===== config.mk =====
export PLATFORM = sky130hd
export DESIGN_NAME = ir_receiver_link_handshake_unit_flat
export DESIGN_NICKNAME = d
export VERILOG_FILES = /design/src/hw/rtl/irl_pkg.sv /design/src/hw/rtl/irl_if.sv /design/src/hw/rtl/irl_front.sv /design/src/hw/rtl/irl_cmd_fifo.sv /design/src/hw/rtl/irl_back.sv /design/src/hw/rtl/ir_receiver_link_handshake_unit.sv /design/src/flat_wrapper.sv
export SDC_FILE = /design/constraint.sdc
export NUM_CORES = 1
export LEC_CHECK = 0
export BUFFER_PORTS_ARGS = -buffer_cell sky130_fd_sc_hd__buf_2
export CORE_ASPECT_RATIO = 0.8
export CORE_MARGIN = 3
export CORE_UTILIZATION = 49
export CTS_BUF_LIST = sky130_fd_sc_hd__clkbuf_16
export CTS_CLUSTER_DIAMETER = 100
export DETAILED_ROUTE_END_ITERATION = 10
export PLACE_DENSITY = 0.66
export SYNTH_ARGS = -nofsm -noshare
export SYNTH_HDL_FRONTEND = slang
export SYNTH_SLANG_ARGS = --single-unit

===== constraint.sdc =====
create_clock -name clk -period 6.1 [get_ports clk]
set_input_delay 0.305 -clock clk [delete_from_list [all_inputs] [get_ports clk]]
set_output_delay 0.305 -clock clk [all_outputs]
set_load 0.02 [all_outputs]

===== src/hw/rtl/irl_pkg.sv =====
// Package for the infrared receiver link handshake unit.
// Holds the phase type, the command type of the front-to-back queue and the codes.
// No dependencies.
`timescale 1ns / 1ps

package irl_pkg;

	localparam int TICK_W = 21;
	localparam int POS_W  = 4;
	localparam int KIND_W = 3;
	localparam int IDX_W  = 3;

	localparam logic [TICK_W-1:0] TICK_MAX = '1;

	localparam logic [TICK_W-1:0] SETTLE_RST     = 21'd10000;
	localparam logic [TICK_W-1:0] QUIET_RST      = 21'd50000;
	localparam logic [TICK_W-1:0] SEND_GAP_RST   = 21'd500;
	localparam logic [TICK_W-1:0] REPLY_TO_RST   = 21'd2000000;
	localparam logic [TICK_W-1:0] INTER_BYTE_RST = 21'd1000;

	localparam logic [IDX_W-1:0] REG_SETTLE     = 3'd0;
	localparam logic [IDX_W-1:0] REG_QUIET      = 3'd1;
	localparam logic [IDX_W-1:0] REG_SEND_GAP   = 3'd2;
	localparam logic [IDX_W-1:0] REG_REPLY_TO   = 3'd3;
	localparam logic [IDX_W-1:0] REG_INTER_BYTE = 3'd4;

	localparam logic [1:0] MODE_TICK  = 2'd0;
	localparam logic [1:0] MODE_BYTE  = 2'd1;
	localparam logic [1:0] MODE_START = 2'd2;

	localparam logic [KIND_W-1:0] KIND_SEND          = 3'd0;
	localparam logic [KIND_W-1:0] KIND_CODE          = 3'd1;
	localparam logic [KIND_W-1:0] KIND_READY         = 3'd2;
	localparam logic [KIND_W-1:0] KIND_REPLY_TIMEOUT = 3'd3;
	localparam logic [KIND_W-1:0] KIND_BAD_REPLY     = 3'd4;
	localparam logic [KIND_W-1:0] KIND_CODE_TIMEOUT  = 3'd5;

	localparam logic [7:0] CH_I = 8'h49;
	localparam logic [7:0] CH_R = 8'h52;
	localparam logic [7:0] CH_O = 8'h4F;
	localparam logic [7:0] CH_K = 8'h4B;

	typedef enum logic [2:0] {
		PH_IDLE,
		PH_SETTLE,
		PH_FLUSH,
		PH_GAP,
		PH_WAIT_O,
		PH_WAIT_K,
		PH_READY
	} phase_t;

	typedef enum logic [1:0] {
		OP_SINGLE,
		OP_STORE,
		OP_CODE
	} op_t;

	typedef struct packed {
		op_t              op;
		logic [KIND_W-1:0] kind;
		logic [7:0]        data;
		logic [POS_W-1:0]  pos;
	} cmd_t;

endpackage


===== src/hw/rtl/irl_if.sv =====
// Stream interfaces for the item and result channels of the link unit.
// Depends on irl_pkg for field widths.
`timescale 1ns / 1ps

interface irl_in_if import irl_pkg::*; ();
	logic       valid;
	logic       ready;
	logic [1:0] mode;
	logic [7:0] rx_byte;

	modport source (output valid, output mode, output rx_byte, input ready);
	modport sink (input valid, input mode, input rx_byte, output ready);
endinterface

interface irl_out_if import irl_pkg::*; ();
	logic              valid;
	logic              ready;
	logic [KIND_W-1:0] kind;
	logic [7:0]        data;
	logic [POS_W-1:0]  position;
	logic              last;

	modport source (output valid, output kind, output data, output position, output last,
		input ready);
	modport sink (input valid, input kind, input data, input position, input last,
		output ready);
endinterface


===== src/hw/rtl/irl_front.sv =====
// Front part: accepts items, keeps the handshake phase and timers, and issues commands.
// Holds the configuration registers. Depends on irl_pkg and irl_if.
`timescale 1ns / 1ps

module irl_front import irl_pkg::*; #(
	parameter int CODE_BYTES = 6
) (
	input  logic              clk,
	input  logic              arst_n,
	input  logic              wr_en,
	input  logic [IDX_W-1:0]  wr_index,
	input  logic [TICK_W-1:0] wr_data,
	irl_in_if.sink            item,
	input  logic              space,
	output logic              push,
	output cmd_t              cmd
);

	localparam logic [POS_W-1:0] LAST_POS = POS_W'(CODE_BYTES - 1);

	logic [TICK_W-1:0] settle_q, quiet_q, send_gap_q, reply_to_q, inter_byte_q;
	phase_t            phase_q, phase_d;
	logic [TICK_W-1:0] elapsed_q, elapsed_d, elapsed_inc, limit;
	logic [POS_W-1:0]  held_q, held_d;
	logic              acc, is_tick, is_byte, is_start, done;

	assign item.ready = space;
	assign acc        = item.valid && space;
	assign is_tick    = item.mode == MODE_TICK;
	assign is_byte    = item.mode == MODE_BYTE;
	assign is_start   = item.mode == MODE_START;

	always_ff @(posedge clk or negedge arst_n) begin
		if (!arst_n) begin
			settle_q     <= SETTLE_RST;
			quiet_q      <= QUIET_RST;
			send_gap_q   <= SEND_GAP_RST;
			reply_to_q   <= REPLY_TO_RST;
			inter_byte_q <= INTER_BYTE_RST;
		end else if (wr_en) begin
			case (wr_index)
				REG_SETTLE:     settle_q     <= wr_data;
				REG_QUIET:      quiet_q      <= wr_data;
				REG_SEND_GAP:   send_gap_q   <= wr_data;
				REG_REPLY_TO:   reply_to_q   <= wr_data;
				REG_INTER_BYTE: inter_byte_q <= wr_data;
				default: ;
			endcase
		end
	end

	always_comb begin
		unique case (phase_q) inside
			PH_SETTLE:            limit = settle_q;
			PH_FLUSH:             limit = quiet_q;
			PH_GAP:               limit = send_gap_q;
			PH_WAIT_O, PH_WAIT_K: limit = reply_to_q;
			default:              limit = inter_byte_q;
		endcase
	end

	assign elapsed_inc = (elapsed_q != TICK_MAX) ? elapsed_q + 1'b1 : elapsed_q;
	assign done        = elapsed_inc >= limit;

	always_comb begin
		phase_d = phase_q;
		if (acc) begin
			if (is_start) begin
				phase_d = PH_SETTLE;
			end else if (is_tick) begin
				unique case (phase_q) inside
					PH_SETTLE: if (done) phase_d = PH_FLUSH;
					PH_FLUSH:  if (done) phase_d = PH_GAP;
					PH_GAP:    if (done) phase_d = PH_WAIT_O;
					PH_WAIT_O, PH_WAIT_K: if (done) phase_d = PH_IDLE;
					default: ;
				endcase
			end else if (is_byte) begin
				unique case (phase_q) inside
					PH_WAIT_O: if (item.rx_byte == CH_O) phase_d = PH_WAIT_K;
					PH_WAIT_K: phase_d = (item.rx_byte == CH_K) ? PH_READY : PH_IDLE;
					default: ;
				endcase
			end
		end
	end

	always_comb begin
		elapsed_d = elapsed_q;
		held_d    = held_q;
		push      = 1'b0;
		cmd.op    = OP_SINGLE;
		cmd.kind  = KIND_SEND;
		cmd.data  = '0;
		cmd.pos   = '0;
		if (acc) begin
			if (is_start) begin
				elapsed_d = '0;
				held_d    = '0;
			end else if (is_tick) begin
				unique case (phase_q) inside
					PH_SETTLE: elapsed_d = done ? '0 : elapsed_inc;
					PH_FLUSH: begin
						elapsed_d = done ? '0 : elapsed_inc;
						push      = done;
						cmd.data  = CH_I;
					end
					PH_GAP: begin
						elapsed_d = done ? '0 : elapsed_inc;
						push      = done;
						cmd.data  = CH_R;
					end
					PH_WAIT_O, PH_WAIT_K: begin
						elapsed_d = done ? '0 : elapsed_inc;
						push      = done;
						cmd.kind  = KIND_REPLY_TIMEOUT;
					end
					PH_READY: begin
						if (held_q != '0) begin
							elapsed_d = done ? '0 : elapsed_inc;
							push      = done;
							cmd.kind  = KIND_CODE_TIMEOUT;
							if (done) begin
								held_d = '0;
							end
						end
					end
					default: ;
				endcase
			end else if (is_byte) begin
				unique case (phase_q) inside
					PH_FLUSH, PH_WAIT_O: elapsed_d = '0;
					PH_WAIT_K: begin
						elapsed_d = '0;
						push      = 1'b1;
						if (item.rx_byte == CH_K) begin
							cmd.kind = KIND_READY;
							held_d   = '0;
						end else begin
							cmd.kind = KIND_BAD_REPLY;
						end
					end
					PH_READY: begin
						elapsed_d = '0;
						push      = 1'b1;
						cmd.kind  = KIND_CODE;
						cmd.data  = item.rx_byte;
						cmd.pos   = held_q;
						if (held_q == LAST_POS) begin
							cmd.op = OP_CODE;
							held_d = '0;
						end else begin
							cmd.op = OP_STORE;
							held_d = held_q + 1'b1;
						end
					end
					default: ;
				endcase
			end
		end
	end

	always_ff @(posedge clk or negedge arst_n) begin
		if (!arst_n) begin
			phase_q   <= PH_IDLE;
			elapsed_q <= '0;
			held_q    <= '0;
		end else begin
			phase_q   <= phase_d;
			elapsed_q <= elapsed_d;
			held_q    <= held_d;
		end
	end

`ifndef NO_ASSERTIONS
	a_held_only_when_ready: assert property (@(posedge clk) disable iff (!arst_n)
		held_q != '0 |-> phase_q == PH_READY)
		else $error("Partial code held outside the ready phase.");
	a_held_in_range: assert property (@(posedge clk) disable iff (!arst_n)
		held_q <= LAST_POS)
		else $error("Byte count of the partial code out of range.");
`endif

endmodule


===== src/hw/rtl/irl_cmd_fifo.sv =====
// Two-entry command queue between the front and back parts.
// Depends on irl_pkg for the command type.
`timescale 1ns / 1ps

module irl_cmd_fifo import irl_pkg::*; (
	input  logic clk,
	input  logic arst_n,
	input  logic push,
	input  cmd_t push_cmd,
	output logic space,
	input  logic pop,
	output logic avail,
	output cmd_t head
);

	cmd_t       entry_q [2];
	logic       wr_ptr_q, rd_ptr_q;
	logic [1:0] count_q;

	assign space = count_q != 2'd2;
	assign avail = count_q != 2'd0;
	assign head  = entry_q[rd_ptr_q];

	always_ff @(posedge clk) begin
		if (push) begin
			entry_q[wr_ptr_q] <= push_cmd;
		end
	end

	always_ff @(posedge clk or negedge arst_n) begin
		if (!arst_n) begin
			wr_ptr_q <= 1'b0;
			rd_ptr_q <= 1'b0;
			count_q  <= 2'd0;
		end else begin
			if (push) begin
				wr_ptr_q <= ~wr_ptr_q;
			end
			if (pop) begin
				rd_ptr_q <= ~rd_ptr_q;
			end
			count_q <= count_q + 2'(push) - 2'(pop);
		end
	end

`ifndef NO_ASSERTIONS
	a_no_overflow: assert property (@(posedge clk) disable iff (!arst_n)
		count_q == 2'd2 |-> !push)
		else $error("Command queue pushed when full.");
	a_no_underflow: assert property (@(posedge clk) disable iff (!arst_n)
		count_q == 2'd0 |-> !pop)
		else $error("Command queue popped when empty.");
`endif

endmodule


===== src/hw/rtl/irl_back.sv =====
// Back part: carries out queued commands, holds the code store and drives results.
// Depends on irl_pkg and irl_if.
`timescale 1ns / 1ps

module irl_back import irl_pkg::*; #(
	parameter int CODE_BYTES = 6
) (
	input  logic     clk,
	input  logic     arst_n,
	input  logic     avail,
	input  cmd_t     head,
	output logic     pop,
	irl_out_if.source result
);

	localparam int SIDX_W = (CODE_BYTES > 1) ? $clog2(CODE_BYTES) : 1;
	localparam logic [POS_W-1:0] LAST_POS = POS_W'(CODE_BYTES - 1);

	logic [7:0]        store_q [CODE_BYTES];
	logic              run_q, out_valid_q, out_free, load_single, load_run, run_last;
	logic [POS_W-1:0]  cnt_q;
	logic [KIND_W-1:0] kind_q;
	logic [7:0]        data_q;
	logic [POS_W-1:0]  pos_q;
	logic              last_q;

	assign out_free    = !out_valid_q || result.ready;
	assign pop         = avail && !run_q && out_free;
	assign load_single = pop && head.op == OP_SINGLE;
	assign load_run    = run_q && out_free;
	assign run_last    = cnt_q == LAST_POS;

	assign result.valid    = out_valid_q;
	assign result.kind     = kind_q;
	assign result.data     = data_q;
	assign result.position = pos_q;
	assign result.last     = last_q;

	always_ff @(posedge clk) begin
		if (pop && head.op != OP_SINGLE) begin
			store_q[head.pos[SIDX_W-1:0]] <= head.data;
		end
		if (load_single) begin
			kind_q <= head.kind;
			data_q <= head.data;
			pos_q  <= '0;
			last_q <= 1'b1;
		end else if (load_run) begin
			kind_q <= KIND_CODE;
			data_q <= store_q[cnt_q[SIDX_W-1:0]];
			pos_q  <= cnt_q;
			last_q <= run_last;
		end
	end

	always_ff @(posedge clk or negedge arst_n) begin
		if (!arst_n) begin
			out_valid_q <= 1'b0;
			run_q       <= 1'b0;
			cnt_q       <= '0;
		end else begin
			if (load_single || load_run) begin
				out_valid_q <= 1'b1;
			end else if (result.ready) begin
				out_valid_q <= 1'b0;
			end
			if (pop && head.op == OP_CODE) begin
				run_q <= 1'b1;
				cnt_q <= '0;
			end else if (load_run) begin
				run_q <= !run_last;
				cnt_q <= cnt_q + 1'b1;
			end
		end
	end

`ifndef NO_ASSERTIONS
	a_run_in_range: assert property (@(posedge clk) disable iff (!arst_n)
		run_q |-> cnt_q <= LAST_POS)
		else $error("Code run counter out of range.");
	a_run_ends_on_last: assert property (@(posedge clk) disable iff (!arst_n)
		$fell(run_q) |-> out_valid_q && last_q && kind_q == KIND_CODE)
		else $error("Code run ended without its final byte.");
`endif

endmodule


===== src/hw/rtl/ir_receiver_link_handshake_unit.sv =====
// A single result passes the command queue entry and the output register. A code run,
// started by its final byte, passes the queue entry, the run state and the output
// register and gives one byte per cycle while results are taken. Throughput: one item
// per cycle while the two-entry command queue has room; the back part takes no new
// command while it plays out a completed code. Reset: arst_n clears phase, timers, queue
// and output at once and loads the register defaults; the code store is not cleared.
`timescale 1ns / 1ps

module ir_receiver_link_handshake_unit import irl_pkg::*; #(
	parameter int CODE_BYTES = 6
) (
	input  logic              clk,
	input  logic              arst_n,
	input  logic              wr_en,
	input  logic [IDX_W-1:0]  wr_index,
	input  logic [TICK_W-1:0] wr_data,
	irl_in_if.sink            item,
	irl_out_if.source         result
);

	logic push, space, pop, avail;
	cmd_t push_cmd, head;

	irl_front #(.CODE_BYTES(CODE_BYTES)) u_front (
		.clk      (clk),
		.arst_n   (arst_n),
		.wr_en    (wr_en),
		.wr_index (wr_index),
		.wr_data  (wr_data),
		.item     (item),
		.space    (space),
		.push     (push),
		.cmd      (push_cmd)
	);

	irl_cmd_fifo u_fifo (
		.clk      (clk),
		.arst_n   (arst_n),
		.push     (push),
		.push_cmd (push_cmd),
		.space    (space),
		.pop      (pop),
		.avail    (avail),
		.head     (head)
	);

	irl_back #(.CODE_BYTES(CODE_BYTES)) u_back (
		.clk    (clk),
		.arst_n (arst_n),
		.avail  (avail),
		.head   (head),
		.pop    (pop),
		.result (result)
	);

endmodule


===== src/flat_wrapper.sv =====
// flat-port wrapper written by rule: the top's interface ports become plain ports
module ir_receiver_link_handshake_unit_flat import irl_pkg::*;
#(
	parameter int CODE_BYTES = 6
)
  (clk, arst_n, wr_en, wr_index, wr_data, item_valid, item_mode, item_rx_byte, item_ready, result_valid, result_kind, result_data, result_position, result_last, result_ready);
  irl_in_if item_i ();
  irl_out_if result_i ();
  input  logic clk;
  input  logic arst_n;
  input  logic wr_en;
  input  logic [IDX_W-1:0] wr_index;
  input  logic [TICK_W-1:0] wr_data;
  input wire logic [$bits(item_i.valid)-1:0] item_valid;
  input wire logic [$bits(item_i.mode)-1:0] item_mode;
  input wire logic [$bits(item_i.rx_byte)-1:0] item_rx_byte;
  output wire logic [$bits(item_i.ready)-1:0] item_ready;
  output wire logic [$bits(result_i.valid)-1:0] result_valid;
  output wire logic [$bits(result_i.kind)-1:0] result_kind;
  output wire logic [$bits(result_i.data)-1:0] result_data;
  output wire logic [$bits(result_i.position)-1:0] result_position;
  output wire logic [$bits(result_i.last)-1:0] result_last;
  input wire logic [$bits(result_i.ready)-1:0] result_ready;
  assign item_i.valid = item_valid;
  assign item_i.mode = item_mode;
  assign item_i.rx_byte = item_rx_byte;
  assign item_ready = item_i.ready;
  assign result_valid = result_i.valid;
  assign result_kind = result_i.kind;
  assign result_data = result_i.data;
  assign result_position = result_i.position;
  assign result_last = result_i.last;
  assign result_i.ready = result_ready;
  ir_receiver_link_handshake_unit #(.CODE_BYTES(CODE_BYTES)) u_core (.clk(clk), .arst_n(arst_n), .wr_en(wr_en), .wr_index(wr_index), .wr_data(wr_data), .item(item_i), .result(result_i));
endmodule

==> Yosys cells after proc, flatten, opt, wreduce, memory -nomap -nowiden <==
Memory sizes are Yosys's and may differ from the RTL's.
Index checks and enable logic that the tools add are counted.
{ "totals": {"latchBits": 0, "out_inout_bits": 18, "ff_bits": 159, "mem_count": 2, "romBits": 0, "wordCells": 161, "ramBits": 82, "inputBits": 39} }
{ "mem_list": {"columns": ["name", "words", "word_bits", "read_ports", "rd_clocked_by_memory_dff", "write_ports", "line_no", "source"], "rows": [
  ["u_core.u_back.store_q", 6, 8, 1, 0, 1, "irl_back.sv:19", "logic [7:0] store_q [CODE_BYTES];"],
  ["u_core.u_fifo.entry_q", 2, 17, 1, 0, 1, "irl_cmd_fifo.sv:16", "cmd_t entry_q [2];"]
]} }
{ "classes": {"n_lt_le_gt_ge": 1, "multipliers": 0, "mux": 64, "shift": 0, "n_bitwise": 2, "n_div": 0, "n_reduce_logical": 38, "add_sub_neg": 5, "n_eq_ne": 31} }
{ "ops": {"columns": ["operator", "count"], "rows": [
  ["2-to-1 mux 21 bit", 7],
  ["one-hot mux 21 bit (4 select lines)", 1],
  ["2-to-1 mux 17 bit", 3],
  ["2-to-1 mux 4 bit", 11],
  ["one-hot mux 21 bit (2 select lines)", 1],
  ["2-to-1 mux 3 bit", 13],
  ["adder 21 x 1 -> 21 bit (second input constant)", 1],
  ["greater-or-equal comparator 21 bit", 1],
  ["inequality test 21 bit (second input constant)", 1],
  ["one-hot mux 3 bit (2 select lines)", 3],
  ["== test 8 x 7 -> 1 bit (second input constant)", 2],
  ["2-to-1 mux 8 bit", 2],
  ["inequality test 4 bit (second input constant)", 4],
  ["2-to-1 mux 1 bit", 14],
  ["one-hot mux 7 bit (2 select lines)", 1],
  ["== test 3 x 2 -> 1 bit (second input constant)", 4],
  ["== test 3 bit (second input constant)", 4],
  ["2-to-1 mux 12 bit", 1],
  ["inequality test 4 x 3 -> 1 bit (second input constant)", 3],
  ["one-hot mux 3 bit (4 select lines)", 1],
  ["2-to-1 mux 11 bit", 1],
  ["AND reduction 2 bit", 5],
  ["nonzero test 2 bit", 5],
  ["inequality test 3 x 1 -> 1 bit (second input constant)", 3],
  ["27 further kinds", 49]
]} }

==> Depth between registers and ports, before layout <==
Gate-level depths: netlist of run 1.
{ "depth": {"word_depth": 11, "depth_mapped": 17, "ltp_nobuf": 15} }

==> By module <==
From an unflattened synthesis of run 1, not the netlist that was laid out.
{ "unflattened": {"hier_cells": 948, "area_unflattened_um2": 11787.6} }
{ "modules_own_cells": {"columns": ["mod", "instances", "cells_per_inst", "seq_area_each_um2", "area_each_um2"], "rows": [
  ["irl_front", 1, 676, 3365.7, 7335.8],
  ["irl_back", 1, 204, 2021.9, 2975.4],
  ["irl_cmd_fifo", 1, 68, 1121.1, 1476.4]
]} }

==> Worst setup path after synthesis of run 1 <==
No wires, ideal clock.
{ "synth_path": {"kind": "reg-to-reg", "from": "register u_core.u_front.elapsed_q[0]", "to": "memory u_core.u_fifo.entry_q[1][0] in the netlist's numbering (enable)", "n_path_buf": 2, "required_time_ns": 5.687, "path_stages_with_launch": 16, "path_slack_ns": 1.399, "arrival_time_ns": 4.289, "cell_sequence": "dfrtp_1 ha_1 and2_1 nand3_1 o21ai_1 buf_2 nor3_1 xor2_1 ha_1 nand4_1 nor4_1 o21ai_1 o211ai_2 buf_2 a21oi_1 nor3b_1"} }
{ "synth_via": {"elab_chain_cells": 10} }
{ "synth_rtl": {"columns": ["item", "line_no", "source"], "rows": [
  ["start, declared", "irl_front.sv:23", "logic [TICK_W-1:0] elapsed_q, elapsed_d, elapsed_inc, limit;"],
  ["start signal, assigned", "irl_front.sv:170", "elapsed_q <= elapsed_d;"],
  ["adder 21 x 1 -> 21 bit / inequality test 21 bit (equally long branches)", "irl_front.sv:62", "assign elapsed_inc = (elapsed_q != TICK_MAX) ? elapsed_q + 1'b1 : elapsed_q;"],
  ["2-to-1 mux 21 bit *", "irl_front.sv:62", null],
  ["greater-or-equal comparator 21 bit *", "irl_front.sv:63", "assign done = elapsed_inc >= limit;"],
  ["2-to-1 mux 1 bit", "irl_front.sv:119", "if (held_q != '0) begin"],
  ["one-hot mux 1 bit (2 select lines) *", "irl_front.sv:101", "unique case (phase_q) inside"],
  ["2-to-1 mux 1 bit *", "irl_front.sv:100", "end else if (is_tick) begin"],
  ["2-to-1 mux 1 bit *", "irl_front.sv:97", "if (is_start) begin"],
  ["2-to-1 mux 1 bit *", "irl_front.sv:96", "if (acc) begin"],
  ["2-to-1 mux 1 bit *", "irl_cmd_fifo.sv:25", "if (push) begin"],
  ["2-to-1 mux 1 bit (implied by the code) *", "irl_cmd_fifo.sv:26", "entry_q[wr_ptr_q] <= push_cmd;"],
  ["end, declared", "irl_cmd_fifo.sv:16", null]
]} }
Mark *: on every way between the ends. The rest lies on a longest branch, timed or not.

==> Final worst setup path of run 1 <==
{ "layout_path": {"from": "register u_core.u_front.elapsed_q[0]", "to": "register u_core.u_front.elapsed_q[1]"} }
{ "layout_via": {"elab_chain_cells": 8} }
{ "layout_rtl": {"columns": ["item", "line_no"], "rows": [
  ["adder 21 x 1 -> 21 bit / inequality test 21 bit (equally long branches)", "irl_front.sv:62"],
  ["2-to-1 mux 21 bit *", "irl_front.sv:62"],
  ["greater-or-equal comparator 21 bit", "irl_front.sv:63"],
  ["2-to-1 mux 21 bit *", null],
  ["2-to-1 mux 21 bit", "irl_front.sv:119"],
  ["one-hot mux 21 bit (2 select lines) *", "irl_front.sv:101"],
  ["2-to-1 mux 21 bit *", "irl_front.sv:100"],
  ["2-to-1 mux 21 bit *", "irl_front.sv:97"]
]} }
Mark *: on every way between the ends. The rest lies on a longest branch, timed or not. The select of a mux whose other input is x is not followed.
A chain may end at the register's enable or synchronous reset.

==> results of run 1 <==
[per-layer routing]
| layer | up-vias | part of all wire |
|---|---|---|
| li1 | 3552 | - |
| met1 | 3716 | 0.50 |
| met4 | 0 | 0.018 |
| met3 | 31 | 0.046 |
| met5 | - | 0 |
| met2 | 166 | 0.43 |
[cell usage after synthesis (11+ instances only)]
cell type  count
a211oi_1      13
mux2i_1       34
nand2_1       73
nor3_1        20
mux2_2       114
inv_1         18
edfxtp_1      91
a21o_1        11
xnor2_1       13
and2_1        13
o21ai_0       29
mux4_2        28
nor2_1        61
ha_1          29
dfrtp_1      113
dfstp_2       30
a21oi_1       30
nand3_1       13
buf_2         11
a22o_1        14
clkbuf_1      27
o31ai_1       15
[where the power goes]
part           leakage, nW  switching, W  total (W)  internal [W]
clock network        0.415      0.000619    0.00145      0.000829
logic                 2.37      0.000836    0.00163      0.000797
registers             2.61      0.000327    0.00235       0.00202
[registers in the layout, summed over array words and instances (netlist names), 8 cells and up]
register	flops
u_core.u_front.elapsed_q	21
u_core.u_front.inter_byte_q	21
u_core.u_fifo.entry_q	32
u_core.u_front.reply_to_q	21
u_core.u_back.result.data	8
u_core.u_back.store_q	48
u_core.u_front.settle_q	21
u_core.u_front.send_gap_q	21
u_core.u_front.quiet_q	21
[critical path: stages (launching register included)]
cell and delay [ns]:
dfrtp_1 0.44, ha_1 0.22, and2_1 0.22, nand3_1 0.20
o21ai_1 0.70, nor2_1 0.17, xor2_1 0.19, ha_1 0.31
nand2_1 0.06, o21ai_1 0.12, a221oi_1 0.42, o211ai_2 0.14
buf_4 0.25, nor3_2 0.86, a32o_1 0.28
[cells by family (layout without fill, tap and decap cells)]
| logic type | after synthesis | in the layout |
|---|---|---|
| flops | 239 | 239 |
| fa+ha+maj | 29 | 29 |
| simple gates | 242 | 242 |
| xor+xnor | 21 | 21 |
| buf+inv | 69 | 136 |
| compound gates | 153 | 153 |
| mux | 176 | 176 |
[area by class of cell]
cell class | count | area (um^2)
inverter | 18 | 67.6
tap | 312 | 390
timing repair buffer | 72 | 409
clock buffer | 25 | 626
multi-input combinational | 621 | 5140
sequential | 239 | 6450
clock inverter | 21 | 150
fill | 1960 | 10300
[stage by stage]
| stage | power, W | setup slack (ns) |
|---|---|---|
| global placement | 0.00398 | 1.78 |
| global route | 0.00577 | 1.11 |
| CTS | 0.00549 | 1.59 |
| floorplan | 0.00357 | 1.40 |
| detailed placement | 0.00401 | 1.60 |
| finish | 0.00543 | 1.44 |
[placed cells by master, fill, tap and decap left out, drive strengths merged, types with 3 or more instances in the layout]
| cell type | netlist | routed |
|---|---|---|
| a211oi | 13 | 13 |
| a21o | 11 | 11 |
| a21oi | 30 | 30 |
| a22o | 14 | 14 |
| and2 | 14 | 14 |
| and3 | 6 | 6 |
| and4 | 4 | 4 |
| buf | 20 | 71 |
| clkbuf | 31 | 25 |
| clkinv | 0 | 8 |
| dfrtp | 113 | 113 |
| dfstp | 30 | 30 |
| dfxtp | 5 | 5 |
| edfxtp | 91 | 91 |
| ha | 29 | 29 |
| inv | 18 | 29 |
| mux2 | 114 | 114 |
| mux2i | 34 | 34 |
| mux4 | 28 | 28 |
| nand2 | 74 | 74 |
| nand2b | 8 | 8 |
| nand3 | 13 | 13 |
| nand3b | 3 | 3 |
| nand4 | 6 | 6 |
| nor2 | 61 | 61 |
| nor2b | 4 | 4 |
| nor3 | 23 | 23 |
| nor3b | 6 | 6 |
| nor4 | 3 | 3 |
| o211ai | 3 | 3 |
| o21a | 3 | 3 |
| o21ai | 37 | 37 |
| o31ai | 15 | 15 |
| or2 | 5 | 5 |
| or3 | 4 | 4 |
| xnor2 | 13 | 13 |
| xor2 | 8 | 8 |
[what timing repair did]
action                                  in CTS  in global routing
endpoints found under the hold margin       56                  0
hold buffers                                 1                  0
endpoints found under the setup margin       0                  0
[path summary, 6_finish.rpt]
path	cells after the start	to	start	slack, ns
setup / recovery	14	u_core.u_front.elapsed_q[1]	u_core.u_front.elapsed_q[0]	1.44
hold / removal	2	u_core.u_front.reply_to_q[7]	wr_data[7]	0.07
setup reg to reg	14	u_core.u_front.elapsed_q[1]	u_core.u_front.elapsed_q[0]	1.44
hold reg to reg	2	u_core.u_back.result.position[2]	u_core.u_back.result.position[2]	0.45
max in group asynchronous	3	u_core.u_front.phase_q[2]	arst_n	4.30
min in group asynchronous	2	u_core.u_front.quiet_q[13]	arst_n	0.31
==> results by group, run 1 <==
Synth
  – Sequential fraction of the synthesis area: 0.543
  – Seq cells post-synth: 239
  – Area contributors post-synth: dfrtp_1 (24%), edfxtp_1 (23%), mux2_2 (11%)
  – YS warnings: 0
  – Synth Area in Compound Gates: 0.0920
  – Synthesized area per cell: 12.8 um^2
  – Post-Synth Adder-Cell Area: 0.0306
  – Area leader, netlist: dfrtp_1
  – Post-synth net total: 997
  – Post-synth ARST share: 0.598
  – Combinational family with the most area after synthesis: multiplexers
  – Syn Inst Count: between 900 and 1000
  – Synth cell types: 82
  – Mux contribution to synthesized area: 0.190
  – Post-synthesis xor/xnor area fraction: 0.0155
  – Post-synth EDFFs: between 90 and 100
  – Synth Area in Simple Gates: 0.103
  – Ys flop type: dfrtp_1
  – Post-Syn Area: 11900 um^2
  – Synth top area share: 0.238

Clock network
  – Postcts setup bufs: 0
  – Post_cts resized: 0
  – Clock root buffer: clkbuf_16
  – Total CTS buffers: 25
  – CTS tree: done
  – Clock Path Buffers: 3
  – Deepest level of the CTS H-tree: 1
  – Clock transition at the registers of the reported paths: 0.06 ns
  – Sink Count: about 240
  – Skew-Pair Late Insertion Delay: 0.52 ns

Power and ir drop
  – LEAKAGE: 5.39 nW
  – Max IR drop VDD: 0.255 mV
  – PD cells: 410 nW/um^2

Floorplanning
  – DIE AREA: about 26000 um^2
  – Die Ht: 145 um
  – Starting Density: 0.503
  – Core Rows: 50
  – Core area: 23600 um^2
  – IO Pins: 57
  – Die width: around 180 um

Global routing
  – Top Usage Layer GRT: met1
  – Global Route Usage Sum: 0.190
  – Pin count of the biggest net entering global routing: 81
  – Vias in the first global route: 7505
  – Initial antenna violation count: 0
  – GRT met2 Usage: 0.284
  – Met1 Track Usage GR: 0.297
  – First-pass GRT wire length: 41200 um
  – Met3 Use GR: 0.0298
  – Grt ovf: 0

Timing
  – Final Setup Violations: 0
  – Fin. Hold Viols: 0
  – Clock skew: 0.00725 ns
  – Total negative setup slack: 0 ns
  – Min Tclk post-route: 4.66 ns
  – Fin Hold WS: 0.0696 ns
  – Unrepaired setup endpoints after global routing: no
  – Highest Clock Rate: 0.214 GHz
  – Least-Margin Pin Slew: 1.08 ns
  – Slew HR: 0.282
  – Final cycle utilization of the critical path: 0.764
  – Final max-slew violation count: 0

Worst setup path
  – Crit end category: flop
  – Crit path kind: reg2reg
  – CP Data Arrival Time: 5.12 ns
  – Crit path launch type: flop
  – CP Max Fanout: 25
  – Crit path required time: approximately 6.6 ns

Placement
  – Buffers added on ports: 56
  – Dpl hpwl: 16300 um
  – GPL Wtd Cong: 0.854
  – Cell total after placement: 1261
  – Placed cell areas: 12500 um^2

Detailed routing
  – Detailed-route DRC error count: 0
  – Initial DRC Count: 529
  – Routed WL: 24700 um
  – Via-to-Cell Ratio: between 5 and 6
  – Routed WL per cell: 18.9 um
  – Via count: 7465
  – Antenna-violating nets left: 0
  – Drt pass-1 iters: 4

Min path
  – Hold Path Class: in2reg

Cells and area
  – Final Cell Area: 13200 um^2
  – Synth-to-Final Area Change: 11.5%
  – Finished Core Util: 0.561
  – Antenna diodes: 0
  – Nets: 1045
  – Post-Layout Cell Count: 1308
  – Layout cell share with drive strength beyond 1: 0.307

Flow run
  – Max-cap violations: 0

Outcome
  – Status: finished, final reports clean
No activity file was read; power rests on OpenSTA's default activity.
==> run 2: changes to the inputs <==
--- a/config.mk
+++ b/config.mk
@@ -12,7 +12,7 @@
 export CTS_BUF_LIST = sky130_fd_sc_hd__clkbuf_16
 export CTS_CLUSTER_DIAMETER = 100
 export DETAILED_ROUTE_END_ITERATION = 10
-export PLACE_DENSITY = 0.66
+export PLACE_DENSITY = 0.68
 export SYNTH_ARGS = -nofsm -noshare
 export SYNTH_HDL_FRONTEND = slang
 export SYNTH_SLANG_ARGS = --single-unit
==> constraint.sdc (replaced) <==
create_clock -name clk -period 4.1 [get_ports clk]
set_input_delay 0.205 -clock clk [delete_from_list [all_inputs] [get_ports clk]]
set_output_delay 0.205 -clock clk [all_outputs]
set_load 0.02 [all_outputs]
==> results by group, run 2 (same netlist as run 1, synthesis figures left out) <==
Timing
  – Min Tclk post-route: 3.86 ns (-0.807 ns)
  – Highest Clock Rate: 0.259 GHz (+21%)
  – Final cycle utilization of the critical path: 0.940 (+0.176)
  – Clock skew: 0.0176 ns (+0.0103 ns)
  – Final max-slew violation count: 0 (unchanged)
  – PnR worst setup slack: 0.244 ns (-1.19 ns)
  – Total negative setup slack: 0 ns (unchanged)
  – Fin. Hold Viols: 0 (unchanged)
  – Slew HR: 0.203 (-0.0791)
  – Least-Margin Pin Slew: 1.20 ns (+0.119 ns)
  – Final Setup Violations: 0 (unchanged)

Power and ir drop
  – PD cells: 604 nW/um^2 (+47%)
  – Max IR drop VDD: 0.412 mV (+61%)
  – Design Power: 0.00825 W (+52%)
  – LEAKAGE: 5.58 nW (+3.5%)

Floorplanning
  – Core area: 23600 um^2 (unchanged)
  – DIE AREA: 26100 um^2 (unchanged)
  – IO Pins: 57 (unchanged)
  – Core Rows: 50 (unchanged)
  – Die Ht: 145 um (unchanged)
  – Starting Density: 0.503 (unchanged)
  – Die width: 180 um (unchanged)

Worst setup path
  – Worst R2R Start: u_core.u_front.elapsed_q[3]
  – CP Max Fanout: 14 (-44%)
  – Crit path kind: reg2reg
  – Crit path launch type: flop
  – Critical path endpoint: u_core.u_front.elapsed_q[15]
  – Reg2reg end: u_core.u_front.elapsed_q[15]
  – Crit path from: u_core.u_front.elapsed_q[3]
  – R2R depth: 12 (-2)
  – Worst R2R Setup Slack: 0.24 ns (-1.19 ns)
  – Crit path required time: 4.56 ns (-1.99 ns)
  – Crit end category: flop
  – CP Data Arrival Time: 4.32 ns (-0.80 ns)

Cells and area
  – Layout cell share with drive strength beyond 1: 0.318 (+0.0110)
  – Synth-to-Final Area Change: 15.0%
  – Largest register FFs: 48 (unchanged)
  – Finished Core Util: 0.579 (+0.0176)
  – Most common cell after layout, fill and taps aside: mux2_2
  – Antenna diodes: 0 (unchanged)
  – Most frequent cells in the layout: mux2_2 (114), dfrtp_1 (109), edfxtp_1 (91)
  – Nets: 1084 (+3.7%)
  – Final Cell Area: 13700 um^2 (+3.1%)

Clock network
  – Skew-Pair Late Insertion Delay: 0.52 ns (about the same)
  – CTS tree: done
  – Clock transition at the registers of the reported paths: 0.06 ns (about the same)
  – Deepest level of the CTS H-tree: 1 (unchanged)
  – Clock root buffer: clkbuf_16
  – Clock Path Buffers: 3 (unchanged)
  – Total CTS buffers: 25 (unchanged)
  – Sink Count: 239 (unchanged)

Placement
  – Placed cell areas: 12600 um^2 (+1.3%)
  – Dpl hpwl: 16900 um (+3.4%)
  – Setup Slack @ Placement: 0.0588 ns (-1.54 ns)
  – GPL Wtd Cong: 0.899 (+5.3%)
  – Buffers added on ports: 56 (unchanged)

Detailed routing
  – Via-to-Cell Ratio: 5.66 (-0.87%)
  – Antenna-violating nets left: 0 (unchanged)
  – Routed WL: 24600 um (-0.17%)
  – Detailed-route DRC error count: 0 (unchanged)
  – Routed WL per cell: 18.3 um (-3.0%)
  – Drt pass-1 iters: 7 (+3)
  – Initial DRC Count: 552 (+4.3%)
  – Via count: 7615 (+2.0%)

Global routing
  – Pin count of the biggest net entering global routing: 73 (-9.9%)
  – Global Route Usage Sum: 0.189 (-0.00177)
  – Vias in the first global route: 7628 (+1.6%)
  – First-pass GRT wire length: 40900 um (-0.62%)
  – Grt ovf: 0 (unchanged)
  – Initial antenna violation count: 0 (unchanged)

Flow run
  – Max-cap violations: 0 (unchanged)

Outcome
  – Status: finished, final reports clean

Min path
  – Hold Path Class: in2reg
[run 2: cell type report]
cell class | count | area, um^2
Fill cell | 1908 | 9930
Sequential cell | 239 | 6450
Multi-Input combinational cell | 621 | 5170
Timing Repair Buffer | 111 | 783
Clock buffer | 26 | 651
Tap cell | 312 | 390
Clock inverter | 19 | 134
Inverter | 18 | 67.6
[run 2: metrics by stage]
stage	std cells	hold WS, ns
2_1_floorplan	929	-0.0906
3_3_place_gp	1277	0.268
3_5_place_dp	1277	0.257
4_1_cts	1344	0.0215
5_1_grt	1346	0.0394
6_report	1346	0.0370
[run 2: how the worst min path moves through the flow]
stage                         start                     endpoint  slack [ns]  depth (start not counted)
finish              item_rx_byte[2]  u_core.u_fifo.entry_q[0][6]        0.04                          2
global route        item_rx_byte[2]  u_core.u_fifo.entry_q[0][6]        0.04                          2
floorplan                    arst_n       u_core.u_back.cnt_q[0]       -0.09                          0
CTS                 item_rx_byte[5]  u_core.u_fifo.entry_q[0][9]        0.02                          2
global placement             arst_n   u_core.u_front.quiet_q[18]        0.27                          1
detailed placement           arst_n   u_core.u_front.quiet_q[18]        0.26                          1
[run 2: power by group]
| group | switching [W] | total (W) | internal [W] |
|---|---|---|---|
| clock network | 0.000904 | 0.00217 | 0.00127 |
| logic | 0.00137 | 0.00266 | 0.00128 |
| registers | 0.000412 | 0.00342 | 0.00301 |
[run 2: worst max-delay path: stages (launching register included)]
cell,delay (ns)
dfrtp_1,0.51
nand4_2,0.25
nor3_2,0.27
nand3_1,0.12
or3_1,0.40
xnor2_1,0.15
ha_1,0.33
and4_1,0.20
a221oi_1,0.34
o211ai_2,0.18
buf_4,0.18
nor3_4,0.60
a22o_1,0.25
[run 2: timing repair]
item                                    in CTS  in global routing
setup buffers                                0                  2
endpoints found under the hold margin      158                  0
hold buffers                                22                  0
endpoints found under the setup margin       0                 57
gates resized for setup                      0                  6
[run 2: routing by layer]
metal	up-vias	routed length [um]	GRT usage
met2	164	10800	0.282
met1	3789	12400	0.295
met4	0	394	0.0399
met5	-	0	0
li1	3636	-	-
met3	26	1080	0.0278
